$ cat config.mk
export PLATFORM = sky130hd
export DESIGN_NAME = i2c_master_frame_sequencer_core
export DESIGN_NICKNAME = d
export VERILOG_FILES = /design/src/design/i2cfs_pkg.sv /design/src/design/i2cfs_front.sv /design/src/design/i2cfs_queue.sv /design/src/design/i2cfs_back.sv /design/src/design/i2c_master_frame_sequencer_core.sv
export VERILOG_INCLUDE_DIRS = /design/src /design/src/design
export SDC_FILE = /design/constraint.sdc
export NUM_CORES = 1
export LEC_CHECK = 0
export BUFFER_PORTS_ARGS = -buffer_cell sky130_fd_sc_hd__buf_2
export CORE_ASPECT_RATIO = 1.1
export CORE_MARGIN = 10
export CORE_UTILIZATION = 50
export DETAILED_ROUTE_END_ITERATION = 8
export GPL_TIMING_DRIVEN = 0
export HOLD_SLACK_MARGIN = 0.03
export PLACE_DENSITY = 0.7
export SYNTH_ARGS = -nofsm -noshare
export SYNTH_HDL_FRONTEND = slang
export SYNTH_SLANG_ARGS = --single-unit
$ cat constraint.sdc
create_clock -name clk -period 5.6 [get_ports clk]
set_input_delay 0.84 -clock clk [delete_from_list [all_inputs] [get_ports clk]]
set_output_delay 0.84 -clock clk [all_outputs]
set_load 0.03 [all_outputs]
$ cat src/design/assert_macros.svh
// ============================================================================
// Assertion macros
// Shared concurrent assertion forms for the frame sequencer RTL.
// ============================================================================
`ifndef ASSERT_MACROS_SVH
`define ASSERT_MACROS_SVH

`ifndef ASSERT_OFF

// a implies b in the same cycle
`define ASSERT_IMPL(label, clk, rst_n, a, b) \
    label: assert property (@(posedge clk) disable iff (!rst_n) (a) |-> (b)) \
        else $error("implication check failed");

// a implies b in the following cycle
`define ASSERT_NEXT(label, clk, rst_n, a, b) \
    label: assert property (@(posedge clk) disable iff (!rst_n) (a) |=> (b)) \
        else $error("next-cycle check failed");

`else

`define ASSERT_IMPL(label, clk, rst_n, a, b)
`define ASSERT_NEXT(label, clk, rst_n, a, b)

`endif

`endif

$ cat src/design/i2cfs_pkg.sv
// ============================================================================
// i2cfs_pkg
// Types, codes and helpers shared by the I2C master frame sequencer.
// ============================================================================
package i2cfs_pkg;

    // Stream widths
    localparam int S_TDATA_W = 48;
    localparam int S_TUSER_W = 2;
    localparam int M_TDATA_W = 24;
    localparam int M_TUSER_W = 2;

    // Address byte forming
    localparam logic [7:0] ADDR_WR_MASK = 8'hFE;
    localparam logic [7:0] ADDR_RD_BIT  = 8'h01;

    // Item kinds carried in the input tuser
    typedef enum logic [1:0] {
        FUNC_WRITE      = 2'd0,
        FUNC_READ       = 2'd1,
        FUNC_WRITE_READ = 2'd2,
        FUNC_EVENT      = 2'd3
    } func_t;

    // Result status
    typedef enum logic [1:0] {
        STATUS_ACCEPTED = 2'd0,
        STATUS_BUSY     = 2'd1,
        STATUS_EVENT    = 2'd2
    } status_t;

    // Bus actions
    typedef enum logic [2:0] {
        ACT_NONE       = 3'd0,
        ACT_START      = 3'd1,
        ACT_DATA       = 3'd2,
        ACT_RESTART    = 3'd3,
        ACT_STOP       = 3'd4,
        ACT_ABORT_STOP = 3'd5,
        ACT_DUMMY_READ = 3'd6
    } action_t;

    // Classified item, front to back
    typedef struct packed {
        func_t       func;
        logic [6:0]  addr;
        logic [7:0]  addr_wr;
        logic [7:0]  addr_rd;
        logic [7:0]  wcnt;
        logic [7:0]  rcnt;
        logic        rcnt_one;
        logic [7:0]  txb;
        logic [7:0]  rxd;
        logic        done;
        logic        nak;
    } item_t;

    // One result item
    typedef struct packed {
        status_t     status;
        action_t     action;
        logic [7:0]  bus_byte;
        logic        send_nak;
        logic        transmit_mode;
        logic        rx_valid;
        logic [7:0]  rx_byte;
        logic        frame_active;
        logic        nak_seen;
    } result_t;

    // Address byte with the read bit set
    function automatic logic [7:0] addr_read(input logic [6:0] a);
        addr_read = {a, 1'b0} | ADDR_RD_BIT;
    endfunction

    // Address byte with the read bit clear
    function automatic logic [7:0] addr_write(input logic [6:0] a);
        addr_write = {a, 1'b0} & ADDR_WR_MASK;
    endfunction

endpackage

$ cat src/design/i2cfs_front.sv
// ============================================================================
// i2cfs_front
// Unpacks an input item, normalizes the read count and forms address bytes.
// ============================================================================
module i2cfs_front
(
    input  logic [i2cfs_pkg::S_TDATA_W-1:0] s_tdata,
    input  logic [i2cfs_pkg::S_TUSER_W-1:0] s_tuser,
    output i2cfs_pkg::item_t                item
);

    logic [7:0] rcnt_raw;

    assign rcnt_raw = s_tdata[22:15];

    // Field unpack and classification
    always_comb
    begin
        item.func     = i2cfs_pkg::func_t'(s_tuser);
        item.addr     = s_tdata[6:0];
        item.addr_wr  = i2cfs_pkg::addr_write(s_tdata[6:0]);
        item.addr_rd  = i2cfs_pkg::addr_read(s_tdata[6:0]);
        item.wcnt     = s_tdata[14:7];
        // zero read count counts as one
        item.rcnt     = (rcnt_raw == 8'd0) ? 8'd1 : rcnt_raw;
        item.rcnt_one = (rcnt_raw == 8'd0) || (rcnt_raw == 8'd1);
        item.txb      = s_tdata[30:23];
        item.rxd      = s_tdata[38:31];
        item.done     = s_tdata[39];
        item.nak      = s_tdata[40];
    end

endmodule

$ cat src/design/i2cfs_queue.sv
// ============================================================================
// i2cfs_queue
// Two-entry item queue between the front and back parts.
// ============================================================================
`include "assert_macros.svh"

module i2cfs_queue
(
    input  logic             clk,
    input  logic             rst_n,
    input  logic             push,
    input  i2cfs_pkg::item_t push_item,
    output logic             full,
    input  logic             pop,
    output logic             not_empty,
    output i2cfs_pkg::item_t head
);

    i2cfs_pkg::item_t entry_reg [2];
    logic             wr_ptr_reg;
    logic             rd_ptr_reg;
    logic [1:0]       count_reg;
    logic [1:0]       count_next;

    assign full      = (count_reg == 2'd2);
    assign not_empty = (count_reg != 2'd0);
    assign head      = entry_reg[rd_ptr_reg];

    // Fill count
    always_comb
    begin
        count_next = count_reg;
        if (push && !pop)
            count_next = count_reg + 2'd1;
        else if (pop && !push)
            count_next = count_reg - 2'd1;
    end

    // Pointers and count
    always_ff @(posedge clk or negedge rst_n)
    begin
        if (!rst_n)
        begin
            wr_ptr_reg <= 1'b0;
            rd_ptr_reg <= 1'b0;
            count_reg  <= 2'd0;
        end
        else
        begin
            if (push)
                wr_ptr_reg <= ~wr_ptr_reg;
            if (pop)
                rd_ptr_reg <= ~rd_ptr_reg;
            count_reg <= count_next;
        end
    end

    // Entry storage
    always_ff @(posedge clk)
    begin
        if (push)
            entry_reg[wr_ptr_reg] <= push_item;
    end

    `ASSERT_IMPL(a_count_range, clk, rst_n, 1'b1, count_reg != 2'd3)
    `ASSERT_IMPL(a_no_overflow, clk, rst_n, full, !push)
    `ASSERT_IMPL(a_no_underflow, clk, rst_n, pop, not_empty)

endmodule

$ cat src/design/i2cfs_back.sv
// ============================================================================
// i2cfs_back
// Frame state update and registered result for one item per cycle while the output is not stalled.
// ============================================================================
`include "assert_macros.svh"

module i2cfs_back
(
    input  logic              clk,
    input  logic              rst_n,
    input  logic              q_valid,
    input  i2cfs_pkg::item_t  q_item,
    output logic              q_pop,
    output logic              out_valid,
    input  logic              out_ready,
    output i2cfs_pkg::result_t out_result
);

    // Frame state
    logic       in_progress_reg, in_progress_next;
    logic       write_phase_reg, write_phase_next;
    logic       read_phase_reg, read_phase_next;
    logic       combined_reg, combined_next;
    logic       first_read_reg, first_read_next;
    logic [7:0] to_send_reg, to_send_next;
    logic [7:0] to_recv_reg, to_recv_next;
    logic [6:0] target_reg, target_next;
    logic       nak_flag_reg, nak_flag_next;
    logic       nak_mode_reg, nak_mode_next;
    logic       tx_dir_reg, tx_dir_next;

    logic               out_valid_reg;
    i2cfs_pkg::result_t result_reg;
    i2cfs_pkg::result_t result_next;

    assign q_pop      = q_valid && (!out_valid_reg || out_ready);
    assign out_valid  = out_valid_reg;
    assign out_result = result_reg;

    // Next state and result for the head item
    always_comb
    begin
        in_progress_next = in_progress_reg;
        write_phase_next = write_phase_reg;
        read_phase_next  = read_phase_reg;
        combined_next    = combined_reg;
        first_read_next  = first_read_reg;
        to_send_next     = to_send_reg;
        to_recv_next     = to_recv_reg;
        target_next      = target_reg;
        nak_flag_next    = nak_flag_reg;
        nak_mode_next    = nak_mode_reg;
        tx_dir_next      = tx_dir_reg;

        result_next.status   = i2cfs_pkg::STATUS_EVENT;
        result_next.action   = i2cfs_pkg::ACT_NONE;
        result_next.bus_byte = 8'd0;
        result_next.rx_valid = 1'b0;
        result_next.rx_byte  = 8'd0;

        unique case (q_item.func) inside
            i2cfs_pkg::FUNC_WRITE, i2cfs_pkg::FUNC_READ, i2cfs_pkg::FUNC_WRITE_READ:
            begin
                if (in_progress_reg)
                begin
                    result_next.status = i2cfs_pkg::STATUS_BUSY;
                end
                else
                begin
                    // new frame: clear frame bits, send start with address
                    result_next.status = i2cfs_pkg::STATUS_ACCEPTED;
                    result_next.action = i2cfs_pkg::ACT_START;
                    write_phase_next   = 1'b0;
                    read_phase_next    = 1'b0;
                    combined_next      = 1'b0;
                    first_read_next    = 1'b0;
                    in_progress_next   = 1'b1;
                    tx_dir_next        = 1'b1;
                    unique case (q_item.func)
                        i2cfs_pkg::FUNC_WRITE:
                        begin
                            write_phase_next     = 1'b1;
                            to_send_next         = q_item.wcnt;
                            result_next.bus_byte = q_item.addr_wr;
                        end
                        i2cfs_pkg::FUNC_READ:
                        begin
                            read_phase_next      = 1'b1;
                            to_recv_next         = q_item.rcnt;
                            nak_mode_next        = q_item.rcnt_one;
                            result_next.bus_byte = q_item.addr_rd;
                        end
                        i2cfs_pkg::FUNC_WRITE_READ:
                        begin
                            write_phase_next     = 1'b1;
                            read_phase_next      = 1'b1;
                            combined_next        = 1'b1;
                            to_send_next         = q_item.wcnt;
                            to_recv_next         = q_item.rcnt;
                            target_next          = q_item.addr;
                            nak_mode_next        = q_item.rcnt_one;
                            result_next.bus_byte = q_item.addr_wr;
                        end
                        default:
                        begin
                        end
                    endcase
                end
            end
            default:
            begin
                // byte-complete event; ignored while idle
                if (!in_progress_reg)
                begin
                end
                else if (q_item.nak && write_phase_reg)
                begin
                    nak_flag_next      = 1'b1;
                    in_progress_next   = 1'b0;
                    write_phase_next   = 1'b0;
                    read_phase_next    = 1'b0;
                    combined_next      = 1'b0;
                    first_read_next    = 1'b0;
                    result_next.action = i2cfs_pkg::ACT_ABORT_STOP;
                end
                else if (q_item.done)
                begin
                    if (write_phase_reg)
                    begin
                        if (to_send_reg != 8'd0)
                        begin
                            to_send_next         = to_send_reg - 8'd1;
                            result_next.action   = i2cfs_pkg::ACT_DATA;
                            result_next.bus_byte = q_item.txb;
                        end
                        else if (!combined_reg)
                        begin
                            result_next.action = i2cfs_pkg::ACT_STOP;
                            in_progress_next   = 1'b0;
                        end
                        else
                        begin
                            write_phase_next     = 1'b0;
                            result_next.action   = i2cfs_pkg::ACT_RESTART;
                            result_next.bus_byte = i2cfs_pkg::addr_read(target_reg);
                        end
                    end
                    else if (read_phase_reg)
                    begin
                        if (first_read_reg)
                        begin
                            result_next.rx_valid = 1'b1;
                            result_next.rx_byte  = q_item.rxd;
                            if (to_recv_reg != 8'd0)
                            begin
                                if (to_recv_reg == 8'd1)
                                    nak_mode_next = 1'b1;
                                to_recv_next = to_recv_reg - 8'd1;
                            end
                            else
                            begin
                                result_next.action = i2cfs_pkg::ACT_STOP;
                                in_progress_next   = 1'b0;
                            end
                        end
                        else
                        begin
                            // dummy read turns the bus around
                            tx_dir_next        = 1'b0;
                            first_read_next    = 1'b1;
                            to_recv_next       = to_recv_reg - 8'd1;
                            result_next.action = i2cfs_pkg::ACT_DUMMY_READ;
                        end
                    end
                end
            end
        endcase

        result_next.send_nak      = nak_mode_next;
        result_next.transmit_mode = tx_dir_next;
        result_next.frame_active  = in_progress_next;
        result_next.nak_seen      = nak_flag_next;
    end

    // State and output valid
    always_ff @(posedge clk or negedge rst_n)
    begin
        if (!rst_n)
        begin
            in_progress_reg <= 1'b0;
            write_phase_reg <= 1'b0;
            read_phase_reg  <= 1'b0;
            combined_reg    <= 1'b0;
            first_read_reg  <= 1'b0;
            to_send_reg     <= 8'd0;
            to_recv_reg     <= 8'd0;
            target_reg      <= 7'd0;
            nak_flag_reg    <= 1'b0;
            nak_mode_reg    <= 1'b0;
            tx_dir_reg      <= 1'b0;
            out_valid_reg   <= 1'b0;
        end
        else
        begin
            if (q_pop)
            begin
                in_progress_reg <= in_progress_next;
                write_phase_reg <= write_phase_next;
                read_phase_reg  <= read_phase_next;
                combined_reg    <= combined_next;
                first_read_reg  <= first_read_next;
                to_send_reg     <= to_send_next;
                to_recv_reg     <= to_recv_next;
                target_reg      <= target_next;
                nak_flag_reg    <= nak_flag_next;
                nak_mode_reg    <= nak_mode_next;
                tx_dir_reg      <= tx_dir_next;
                out_valid_reg   <= 1'b1;
            end
            else if (out_ready)
            begin
                out_valid_reg <= 1'b0;
            end
        end
    end

    // Result payload
    always_ff @(posedge clk)
    begin
        if (q_pop)
            result_reg <= result_next;
    end

    `ASSERT_IMPL(a_rx_dir, clk, rst_n, first_read_reg, !tx_dir_reg)
    `ASSERT_NEXT(a_nak_sticky, clk, rst_n, nak_flag_reg, nak_flag_reg)
    `ASSERT_NEXT(a_busy_keeps_frame, clk, rst_n,
                 q_pop && in_progress_reg && (q_item.func != i2cfs_pkg::FUNC_EVENT),
                 in_progress_reg)

endmodule

$ cat src/design/i2c_master_frame_sequencer_core.sv
// ============================================================================
// i2c_master_frame_sequencer_core
// I2C master frame sequencer: start commands and byte-complete events in,
// one bus step result out per item.
// ============================================================================
// The block takes one item per clock cycle while m_tready does not stall the
// output, and returns exactly one result item for each. An accepted item is
// classified and written into a two-entry queue; the back part pops it from
// the queue, updates the frame state and loads the output register, which
// presents the result on m_tvalid. The single frame-state update in the
// back part sets the one-item-per-cycle figure. The queue and the output
// register let the input keep accepting while a result waits on m_tready;
// s_tready drops only when the queue holds two items.
module i2c_master_frame_sequencer_core
(
    input  logic                            clk,
    input  logic                            rst_n,
    input  logic                            s_tvalid,
    output logic                            s_tready,
    // slave_address[6:0], write_count[14:7], read_count[22:15], tx_byte[30:23],
    // rx_data[38:31], transfer_done[39], ack_missing[40], zero[47:41]
    input  logic [i2cfs_pkg::S_TDATA_W-1:0] s_tdata,
    // func[1:0]
    input  logic [i2cfs_pkg::S_TUSER_W-1:0] s_tuser,
    output logic                            m_tvalid,
    input  logic                            m_tready,
    // bus_action[2:0], bus_byte[10:3], send_nak[11], transmit_mode[12],
    // rx_valid[13], rx_byte[21:14], frame_active[22], nak_seen[23]
    output logic [i2cfs_pkg::M_TDATA_W-1:0] m_tdata,
    // cmd_status[1:0]
    output logic [i2cfs_pkg::M_TUSER_W-1:0] m_tuser
);

    i2cfs_pkg::item_t   front_item;
    i2cfs_pkg::item_t   head_item;
    i2cfs_pkg::result_t result;
    logic               q_full;
    logic               q_not_empty;
    logic               q_pop;

    assign s_tready = !q_full;

    // Classify
    i2cfs_front u_front
    (
        .s_tdata (s_tdata),
        .s_tuser (s_tuser),
        .item    (front_item)
    );

    // Decoupling queue
    i2cfs_queue u_queue
    (
        .clk       (clk),
        .rst_n     (rst_n),
        .push      (s_tvalid && !q_full),
        .push_item (front_item),
        .full      (q_full),
        .pop       (q_pop),
        .not_empty (q_not_empty),
        .head      (head_item)
    );

    // Execute
    i2cfs_back u_back
    (
        .clk        (clk),
        .rst_n      (rst_n),
        .q_valid    (q_not_empty),
        .q_item     (head_item),
        .q_pop      (q_pop),
        .out_valid  (m_tvalid),
        .out_ready  (m_tready),
        .out_result (result)
    );

    // Result pack
    assign m_tuser = result.status;
    assign m_tdata = {result.nak_seen, result.frame_active, result.rx_byte,
                      result.rx_valid, result.transmit_mode, result.send_nak,
                      result.bus_byte, result.action};

endmodule

== Word level (Yosys, flattened, before mapping) ==
Memory sizes are Yosys's and may differ from the RTL's.
Cells that the tools add are included.

* Equal/unequal tests: 10
* Reductions and logical operators: 39
* Bitwise logic cells: 6
* Mux-type cells: 98
* $add $sub $neg: 4

{| class="wikitable"
|+ Operators by type and width
! kind !! number
|-
| 8-bit 2-to-1 mux || 22
|-
| 1-bit 2-to-1 mux || 61
|-
| 11-bit 2-to-1 mux || 4
|-
| 2-bit nonzero test || 11
|-
| 3-bit 2-to-1 mux || 6
|-
| 9-bit 2-to-1 mux || 2
|-
| 8-bit by 1-bit == test with 1-bit output, second input constant || 2
|-
| 8-bit one-hot mux with 2 select lines || 1
|-
| 8-bit nonzero test || 2
|-
| 8-bit by 1-bit subtractor with 8-bit output, second input constant || 2
|-
| 4-bit AND reduction || 3
|-
| 9-bit AND reduction || 1
|-
| 9-bit OR reduction || 1
|-
| 8-bit logical NOT || 1
|-
| 8-bit AND reduction || 1
|-
| 8-bit OR reduction || 1
|-
| 2-bit != test, second input constant || 3
|-
| 3-bit != test, second input constant || 2
|-
| 1-bit inverter || 6
|-
| 6-bit AND reduction || 1
|-
| 3-bit nonzero test || 2
|-
| 1-bit logical AND || 5
|-
| 2-bit == test, second input constant || 2
|-
| 1-bit logical NOT || 4
|-
| other kinds (8) || 11
|}

* Memory bits (writable): 116
* Output and inout bits: 28
* Memories: 1
* Register bits: 62

{| class="wikitable"
|+ Memories
! memory !! depth !! width !! rd ports !! clocked after Yosys merged registers in !! write ports !! RTL line !! source
|-
| u_queue.entry_reg || 2 || 58 || 1 || 0 || 1 || i2cfs_queue.sv:19 || <nowiki>i2cfs_pkg::item_t entry_reg [2];</nowiki>
|}

== Logic depth before layout (Yosys ltp) ==
Gate-level depths: netlist (run 1).

* Depth after elaboration: 10
* Mapped depth: 16

== Hierarchy ==
Synthesis (run 1) repeated with hierarchy kept, for this count alone.

* Cell total of the unflattened synthesis: 573
* Area total of the unflattened synthesis: 8464.4 sq um

{| class="wikitable"
|+ Modules (own cells, without submodules)
! module !! seq. area each (sq um) !! area an instance (sq um) !! cells each !! times used
|-
| i2cfs_queue || 3703.6 || 4820.9 || 203 || 1
|-
| i2cfs_back || 1581.5 || 3173.0 || 304 || 1
|-
| i2cfs_front || 0.0 || 460.4 || 64 || 1
|-
| i2c_master_frame_sequencer_core || 0.0 || 10.0 || 2 || 1
|}

== Worst setup path after synthesis (run 1) ==
Ideal clock, no wire load.

* Path type: register to register
* From: reg u_queue.rd_ptr_reg
* To: reg u_back.to_send_reg[6]
* Cell stages (with the launch flop): 13
* Arrival: 3174 ps
* Path slack: 2305 ps
* Data required time: 5479 ps
* Clock period less this slack: 3295 ps
* Library setup time: 121 ps
* Path buffers: 4
* Cell sequence: dfrtp_1 buf_2 buf_6 buf_2 buf_2 mux2i_1 inv_1 ha_1 ha_1 or4_4 a2111oi_4 o21ai_1 a22o_1

* Longest elaborated chain between the ends: 5
* Elaborated cells between the ends (all ways): 18
* Those cells by class: eq/ne: 4; mux: 3; reduce/logical: 10; memory: 1

{| class="wikitable"
|+ Ends and longest elaborated chain
! item !! RTL line !! source
|-
| from (decl) || i2cfs_queue.sv:21 || <nowiki>logic rd_ptr_reg;</nowiki>
|-
| from (signal assigned) || i2cfs_queue.sv:53 || <nowiki>rd_ptr_reg <= ~rd_ptr_reg;</nowiki>
|-
| memory read 2 x 58 bit * || - ||
|-
| 2-bit == test (tied with other cells) || i2cfs_back.sv:79 || <nowiki>unique case (q_item.func)</nowiki>
|-
| 3-bit OR reduction or 2-bit OR reduction (tied branches) || - ||
|-
| 2-bit != test (no line) or 2-bit nonzero test (tied branches) || - ||
|-
| 8-bit AND reduction (no line) || - ||
|-
| to (signal assigned) || i2cfs_back.sv:212 || <nowiki>to_send_reg <= to_send_next;</nowiki>
|-
| to (decl) || i2cfs_back.sv:25 || <nowiki>logic [7:0] to_send_reg, to_send_next;</nowiki>
|}

Mark *: on every way between the ends. The rest lies on a longest branch, timed or not. The select of a mux whose other input is x is not followed.
A chain may end at the register's enable or synchronous reset.

== Worst setup path in the final report (run 1) ==
* From: reg u_queue.rd_ptr_reg
* To: reg u_back.target_reg[2]

* Longest elaborated chain between the ends: 4
* Elaborated cells between the ends (all ways): 6
* Those cells by class: eq/ne: 2; reduce/logical: 3; memory: 1

{| class="wikitable"
|+ Ends and longest elaborated chain
! item !! RTL line !! source
|-
| memory read 2 x 58 bit * || - ||
|-
| 2-bit == test (tied with other cells) || i2cfs_back.sv:79 ||
|-
| 3-bit OR reduction || i2cfs_back.sv:61 || <nowiki>unique case (q_item.func) inside</nowiki>
|-
| 4-bit AND reduction (no line) || - ||
|-
| to (signal assigned) || i2cfs_back.sv:214 || <nowiki>target_reg <= target_next;</nowiki>
|-
| to (decl) || i2cfs_back.sv:27 || <nowiki>logic [6:0] target_reg, target_next;</nowiki>
|}

Mark *: on every way between the ends. The rest lies on a longest branch, timed or not.

==> metrics.txt, run 1 <==
Synth Cell Area=approximately 0.0064 mm²; layout cells sized above 1=about 23%; Clock Root Buffer=clkbuf_16; first-pass GRT wire length=21500 µm; Overall Global Routing Usage=between 10% and 20%; final core occ=around 61%; total power=~4.5 mW; Die Span X=approximately 130 µm; global route total overflow=0; max FFs per register=88; via-per-instance ratio=5.67; crit path cell chain=buf_2 > buf_6 > buf_2 > buf_2 > mux2i_1 > inv_1 > ha_1 > buf_2 > inv_1 > clkbuf_1 > ha_1 > and3_1 > clkbuf_1 > clkbuf_1 > nor2_1 > a21oi_1; Period Utilization, post-route=76.2%; placed cells=around 700; Critical Path Sink=u_back.target_reg[2]; Synth Warn #=0; Hold WC Path Type=flop to flop; Post-route DRC=0; count leader, synth=edfxtp_1; Initial Util=roughly half; DR pass1 iterations=6; Antenna Cells=0; Syn Area/Cell=~14 µm²; CTS Hold Bufs=0; max-slew violations=0; Rows=43; worst skew pair latency=420 ps; Die ar.=around 0.018 mm²; main area contributors after synthesis=edfxtp_1 53%, dfrtp_1 14%, mux2i_1 6.5%; clock-pin slew on the worst setup and hold paths=approximately 60 ps; Top Family by Delay on Critical Path=buffers and inverters; gr busiest metal=met2; design area=0.00768 mm²; Avg WL per Cell=around 18 µm; R2R Path Start=u_queue.rd_ptr_reg; port bufs=74; Critical Path Start Type=flop; Yosys reg bits=150; Die H=roughly 140 µm; Placement Cell Area=a little over 0.007 mm²; Leak Pwr=between 3 and 4 nW; Critical Path Start=u_queue.rd_ptr_reg; FILL cells=981; post-place setup slack=1400 ps; worst-path maximum fanout=11; Routed WL=around 13000 µm; post-synthesis cell type count=between 50 and 60; pin count of the biggest net entering global routing=37; Setup crit end kind=flop; Post-synth top flop=edfxtp_1; Final Wtd Congestion=between 0.8 and 0.9; Slew headroom=25.5%; Setup Skew=10.2 ps; RSZ-0062 raised after global routing=no; grt met3 use=5.12%; CP peak stage delay=approximately 500 ps; final setup violation count=0; Crit Path Category=flop to flop; Hold Slack=458 ps; Worst path slowest cell=clkbuf_1; I/O Pins=82; max-cap viol count=0; Setup TNS=0 ps; post-route ant nets=0; endpoints failing hold=0; initial antenna violation count=0; WP buf/inv=10; Resize count post-CTS=0; H-tree depth=4; TritonCTS clock tree=yes; core area=0.0126 mm²; TritonCTS Sinks=150; met2 usage=24.2%; R2R Setup Slk=between 1000 and 1500 ps; maximum vdd drop=0.257 mV; measured slew at the worst slew-check pin=roughly 1100 ps; Crit path depth=16; Crit path top cell by count=buf_2; Seq/Total Area, Yosys=approximately 67%; total power per unit cell area=approximately 580 mW/mm²; post-synth top area share=53.2%; vias in the first global route=4185; status=finished, final reports clean; DPL Wire Length=9400 µm; area growth from synthesis to layout=19.4%; CTS max path bufs=2; synth cell count leaders=114 x edfxtp_1, 42 x mux2i_1, 41 x nor2_1; Final nets=637; Post-CTS Setup Bufs=0; Syn Nets=~540; FFs w/ async S/R, synth=about a quarter; Num CTS Buffers=17; Min Clock Period, post-route=about 4300 ps; Fmax achieved=around 0.23 GHz; Synth area leader=edfxtp_1; number of synthesized flops with an enable pin=roughly 110; WP data arrival=around 4600 ps; met1 usage=between 10% and 20%; cells after synthesis=between 400 and 500; worst reg2reg path depth=16; Critical Path RT=about 5900 ps; worst reg2reg endpoint=u_back.target_reg[2]; non-filler cells, final=~740; DR iter-0 viols=374; Final Worst Setup Slack=1330 ps; detailed-route via count=around 4200
==> where the power goes <==
group | internal [mW] | switching, mW | total (mW)
clock network | 0.716 | 0.470 | 1.19
logic | 0.544 | 0.990 | 1.53
registers | 1.60 | 0.165 | 1.76
==> kinds of logic (layout without fill, tap and decap cells) <==
| group | after synthesis | after routing | synth area share (%) |
|---|---|---|---|
| AO/OA/AOI/OAI | 93 | 93 | 9.41 |
| XOR/XNOR | 6 | 6 | 0.816 |
| adder cells (fa/ha/maj) | 14 | 14 | 2.72 |
| buffers and inverters | 38 | 146 | 2.57 |
| flip-flops | 150 | 150 | 67.2 |
| multiplexers | 47 | 47 | 7.41 |
| AND/OR/NAND/NOR | 126 | 126 | 9.90 |
==> cell usage in the layout, fill, tap and decap left out, types with 4 or more instances in the layout <==
cell	n
edfxtp_1	114
buf_2	80
mux2i_1	42
nor2_1	40
dfrtp_1	36
a21oi_1	27
nand2_1	25
clkbuf_1	17
clkbuf_16	17
o21ai_0	15
ha_1	14
inv_1	13
nand3_1	10
o22ai_1	10
a31oi_1	8
nor3_1	7
nor2b_1	6
a211oi_1	6
nand2b_1	5
nand4_1	5
mux2_2	5
o21ai_1	4
xnor2_1	4
inv_8	4
==> worst register-to-register path, stage by stage (launching register included) <==
cell and delay, ps:
dfrtp_1 320, buf_2 180, buf_6 180, buf_2 320, buf_2 380, mux2i_1 370, inv_1 140, ha_1 260
buf_2 230, inv_1 120, clkbuf_1 500, ha_1 260, and3_1 160, clkbuf_1 200, clkbuf_1 380, nor2_1 80
a21oi_1 130
==> how the worst min path moves through the flow <==
stage	startpoint	to	cells past startpoint	slack, ps
floorplan	u_back.nak_flag_reg	u_back.nak_flag_reg	2	420
global placement	u_back.nak_flag_reg	u_back.nak_flag_reg	2	430
detailed placement	u_back.nak_flag_reg	u_back.nak_flag_reg	2	440
CTS	u_back.nak_flag_reg	u_back.nak_flag_reg	2	460
global route	u_back.nak_flag_reg	u_back.nak_flag_reg	2	480
finish	u_back.nak_flag_reg	u_back.nak_flag_reg	2	460
==> per-layer routing <==
metal | vias to the layer above | share of wire, % | routed length, µm
li1 | 1971 | - | -
met5 | - | 0 | 0
met1 | 2046 | 43 | 5770
met4 | 0 | 1.6 | 212
met3 | 21 | 7.2 | 972
met2 | 155 | 48 | 6520
==> area by class of cell <==
class                      count  area (µm²)  area share, %
buffer                        25         116           1.51
clock buffer                  18         429           5.59
clock inverter                14         188           2.44
inverter                      13        48.8          0.635
multi-input combinational    286        1960           25.5
sequential                   150        4320           56.3
tap                          157         196           2.56
timing repair buffer          76         425           5.54
(Power assumes the default switching activity.)
==> inputs of run 2 (changes only) <==
Clock period 5.6 ns to 4.38 ns, I/O delays scaled along.
==> run 2 against run 1 <==
  * Die area did not move
  * Largest power group unchanged
  * Wire length shrank 0.66%
  * Power increased by 28%
  * Clock power grew 27%
  * Sequential share of layout area about the same
  * Clock skew grew 2.0 ps
  * Via count is 0.83% lower
  * Critical endpoint is now u_back.to_recv_reg[2]
  * Sequential cell count unchanged
  * Sequential power is 28% higher
  * Combinational power up 27%
==> metrics.txt, run 2 (same netlist as run 1, synthesis figures left out) <==
status=finished, final reports clean; non-filler cells, final=roughly 740; Routed WL=between 10000 and 15000 µm; Final Wtd Congestion=about 0.84; Final nets=636; Fmax achieved=0.246 GHz; Initial Util=about half; Crit Path Category=flop to flop; Final Worst Setup Slack=313 ps; detailed-route via count=roughly 4200; post-place setup slack=180 ps; total power per unit cell area=about 750 mW/mm²; placed cells=between 700 and 800; TritonCTS Sinks=150; maximum vdd drop=around 0.33 mV; final setup violation count=0; I/O Pins=around 80; TritonCTS clock tree=yes; Avg WL per Cell=18.1 µm; pin count of the biggest net entering global routing=37; area growth from synthesis to layout=19.3%; Slew headroom=a little over a quarter; Leak Pwr=3.01 nW; port bufs=74; initial antenna violation count=0; vias in the first global route=4185; DPL Wire Length=9400 µm; global route total overflow=0; Min Clock Period, post-route=slightly above 4000 ps; storage element area=about 0.0043 mm²; Hold WC Path Type=input port to async pin; Antenna Cells=0; total power=5.72 mW; first-pass GRT wire length=around 22000 µm; Placement Cell Area=0.00707 mm²; WP data arrival=4370 ps; CTS Hold Bufs=0; Post-CTS Setup Bufs=0; clock-pin slew on the worst setup and hold paths=60 ps; Overall Global Routing Usage=between 15 and 20%; DR iter-0 viols=413; Setup Skew=12.2 ps; DR pass1 iterations=5; commonest non-fill, non-tap cells in the layout=114 x edfxtp_1, 80 x buf_2, 42 x mux2i_1; CTS max path bufs=2; Period Utilization, post-route=92.9%; Rows=43; design area=roughly 0.0077 mm²; post-route ant nets=0; Num CTS Buffers=17; max FFs per register=just under 90; RSZ-0062 raised after global routing=no; Die H=139 µm; Critical Path RT=4680 ps; measured slew at the worst slew-check pin=between 1000 and 1500 ps; max-slew violations=0; Setup TNS=0 ps; max-cap viol count=0; commonest non-fill, non-tap cell in the layout=edfxtp_1; Die Span X=about 130 µm; Setup crit end kind=flop; via-per-instance ratio=between 5 and 6; H-tree depth=4; Die ar.=around 0.018 mm²; worst skew pair latency=~420 ps; Clock Root Buffer=clkbuf_16; FILL cells=just under 1000; area of the multi-input gates=about 0.0020 mm²; core area=approximately 0.013 mm²; Critical Path Start Type=flop; endpoints failing hold=0; Post-route DRC=0; Resize count post-CTS=0; layout cells sized above 1=between 20% and 30%; worst-path maximum fanout=10
==> run 2: worst paths after layout <==
kind	start	slack [ps]	endpoint	depth (start not counted)
setup reg to reg	u_queue.rd_ptr_reg	310	u_back.to_recv_reg[2]	12
max in group asynchronous	rst_n	3480	u_back.nak_mode_reg	1
hold / removal	rst_n	340	u_back.to_recv_reg[5]	1
setup / recovery	u_queue.rd_ptr_reg	310	u_back.to_recv_reg[2]	12
hold reg to reg	u_back.nak_flag_reg	460	u_back.nak_flag_reg	2
min in group clk	s_tdata[36]	420	u_queue.entry_reg[0][7]	1
==> run 2: metrics by stage <==
stage	utilization, %	hold slack (ps)
6_report	61.0	343
5_1_grt	61.0	403
4_1_cts	61.0	373
3_5_place_dp	56.1	444
3_3_place_gp	55.6	433
2_1_floorplan	-	361
==> run 2: critical path: stages, from the launching register on <==
cell	delay (ps)
dfrtp_1	320
buf_2	170
buf_6	180
buf_2	320
buf_2	380
mux2i_1	360
inv_1	140
ha_1	260
ha_1	310
nor3b_1	790
and3_1	340
a31oi_1	110
o221a_2	260
==> run 2: cell type report <==
| type | count | share of cell area [%] |
|---|---|---|
| plain buffers | 24 | 1.47 |
| clock inverters | 14 | 2.44 |
| inverters | 13 | 0.635 |
| clock buffers | 18 | 5.59 |
| repair buffers | 76 | 5.54 |
| multi-input cells | 286 | 25.5 |
| flip-flops and latches | 150 | 56.3 |
| well taps | 157 | 2.56 |
==> run 2: power by group <==
part           leakage [nW]  internal (mW)  switching [mW]
Sequential             1.51           2.04           0.211
Combinational          1.20          0.693            1.26
Clock                 0.305          0.915           0.599
Total                  3.01           3.65            2.07
==> run 2: metal layers <==
metal | vias to the layer above | GRT usage [%] | share of wire [%]
met3 | 17 | 5.12 | 6.4
met4 | 0 | 5.81 | 1.5
met2 | 126 | 24.2 | 48
li1 | 1973 | - | -
met1 | 2042 | 18.9 | 44
met5 | - | 0 | 0
==> inputs of run 3 (changes only) <==
Settings changed: CTS_CLUSTER_DIAMETER from default to 80, PLACE_DENSITY 0.7 to default, PLACE_DENSITY_LB_ADDON from default to 0.2.
==> run 3 against run 2 <==
  * Non-clock buffer count did not move
  * First-iteration DRC count fell by 39%
  * Cell count rose by 0.14%
  * Hold slack improved by 18 ps
  * Core utilization fell by 0.51 points
  * Maximum frequency rose by 1.5%
  * Highest routed layer unchanged
  * Critical path type unchanged
  * Sequential power barely moved
==> metrics.txt, run 3 (same netlist as run 1, synthesis figures left out) <==
status=finished, final reports clean; first-pass GRT wire length=~23000 µm; layout cells sized above 1=23.4%; Post-route DRC=0; Die H=between 100 and 150 µm; Slew headroom=between 20% and 30%; total power per unit cell area=around 730 mW/mm²; Clock Root Buffer=clkbuf_16; I/O Pins=about 80; area of the multi-input gates=slightly below 0.002 mm²; clock-pin slew on the worst setup and hold paths=60 ps; TritonCTS clock tree=yes; Min Clock Period, post-route=~4000 ps; Critical Path Start Type=flop; DR iter-0 viols=roughly 250; Rows=between 40 and 50; H-tree depth=4; Setup crit end kind=flop; Overall Global Routing Usage=16.1%; post-route ant nets=0; RSZ-0062 raised after global routing=no; Setup TNS=0 ps; measured slew at the worst slew-check pin=1150 ps; FILL cells=a little over 1000; post-place setup slack=92.7 ps; max-cap viol count=0; via-per-instance ratio=between 5 and 6; max-slew violations=0; global route total overflow=0; pin count of the biggest net entering global routing=39; detailed-route via count=4172; Final Worst Setup Slack=roughly 370 ps; TritonCTS Sinks=150; Fmax achieved=0.249 GHz; WP data arrival=around 4400 ps; initial antenna violation count=0; maximum vdd drop=0.338 mV; commonest non-fill, non-tap cell in the layout=edfxtp_1; Initial Util=51.1%; CTS max path bufs=2; Num CTS Buffers=17; Avg WL per Cell=18.6 µm; total power=about 5.6 mW; commonest non-fill, non-tap cells in the layout=114 x edfxtp_1, 80 x buf_2, 42 x mux2i_1; Leak Pwr=~3 nW; storage element area=between 0.004 and 0.005 mm²; final setup violation count=0; Critical Path RT=around 4700 ps; CTS Hold Bufs=0; Final nets=about 640; Crit Path Category=flop to flop; worst-path maximum fanout=10; vias in the first global route=4408; port bufs=74; worst skew pair latency=420 ps; DR pass1 iterations=6; Period Utilization, post-route=between 90% and 100%; endpoints failing hold=0; Hold WC Path Type=input port to async pin; Routed WL=~14000 µm; Die Span X=~130 µm; Setup Skew=7.85 ps; core area=0.0126 mm²; Final Wtd Congestion=roughly 0.89; DPL Wire Length=between 9000 and 10000 µm; max FFs per register=just under 90; area growth from synthesis to layout=18.3%; Die ar.=0.0178 mm²
==> run 3: worst max-delay path, stage by stage, from the launching register on <==
cell,delay [ps]
dfrtp_1,310
buf_2,160
buf_6,180
buf_2,330
buf_2,390
mux2i_1,390
inv_1,140
ha_1,270
ha_1,230
or4_4,560
a2111oi_4,510
buf_4,270
nor2_1,70
a21oi_2,110
==> run 3: worst paths after layout <==
kind	start	to	slack, ps	depth (start not counted)
worst max register to register	u_queue.rd_ptr_reg	u_back.to_send_reg[7]	370	13
max in group asynchronous	rst_n	u_back.to_send_reg[6]	3460	1
worst min register to register	u_back.nak_flag_reg	u_back.nak_flag_reg	470	2
worst max-delay path	u_queue.rd_ptr_reg	u_back.to_send_reg[7]	370	13
worst min-delay path	rst_n	u_back.target_reg[0]	360	1
min in group clk	s_tdata[0]	u_queue.entry_reg[0][49]	420	1
==> run 3: power by group <==
| part | internal, mW | leakage (nW) | switching (mW) |
|---|---|---|---|
| clock | 0.748 | 0.276 | 0.605 |
| combinational | 0.687 | 1.20 | 1.27 |
| sequential | 2.04 | 1.51 | 0.215 |
| total | 3.48 | 2.98 | 2.09 |
==> run 3: cell type report <==
cell class / count / share of cell area [%]
inverter: 13 / 0.690
clock buffer: 17 / 5.59
tap: 157 / 2.58
multi-input combinational: 286 / 25.7
buffer: 24 / 1.48
clock inverter: 15 / 1.72
timing repair buffer: 76 / 5.39
sequential: 150 / 56.8
antenna: 1 / 0.0329
==> run 3: metal layers <==
metal | routed length (µm) | track usage (%)
met3 | 905 | 4.67
met5 | 0 | 0
met4 | 267 | 6.76
met2 | 6870 | 25.7
met1 | 5730 | 19.8
==> run 3: timing repair <==
| item | in CTS | in global routing |
|---|---|---|
| buffers inserted | 0 | 0 |
| gates resized for setup | 0 | 2 |
| endpoints found under the setup margin | 0 | 8 |
==> run 3: stage by stage <==
stage          instance area [µm²]  hold slack, ps  utilization (%)  std cells
2_1_floorplan                 6440             361                -        474
3_3_place_gp                  7000             433             55.6        705
3_5_place_dp                  7050             460             56.0        707
4_1_cts                       7610             373             60.4        739
5_1_grt                       7610             408             60.5        738
6_report                      7620             360             60.5        739
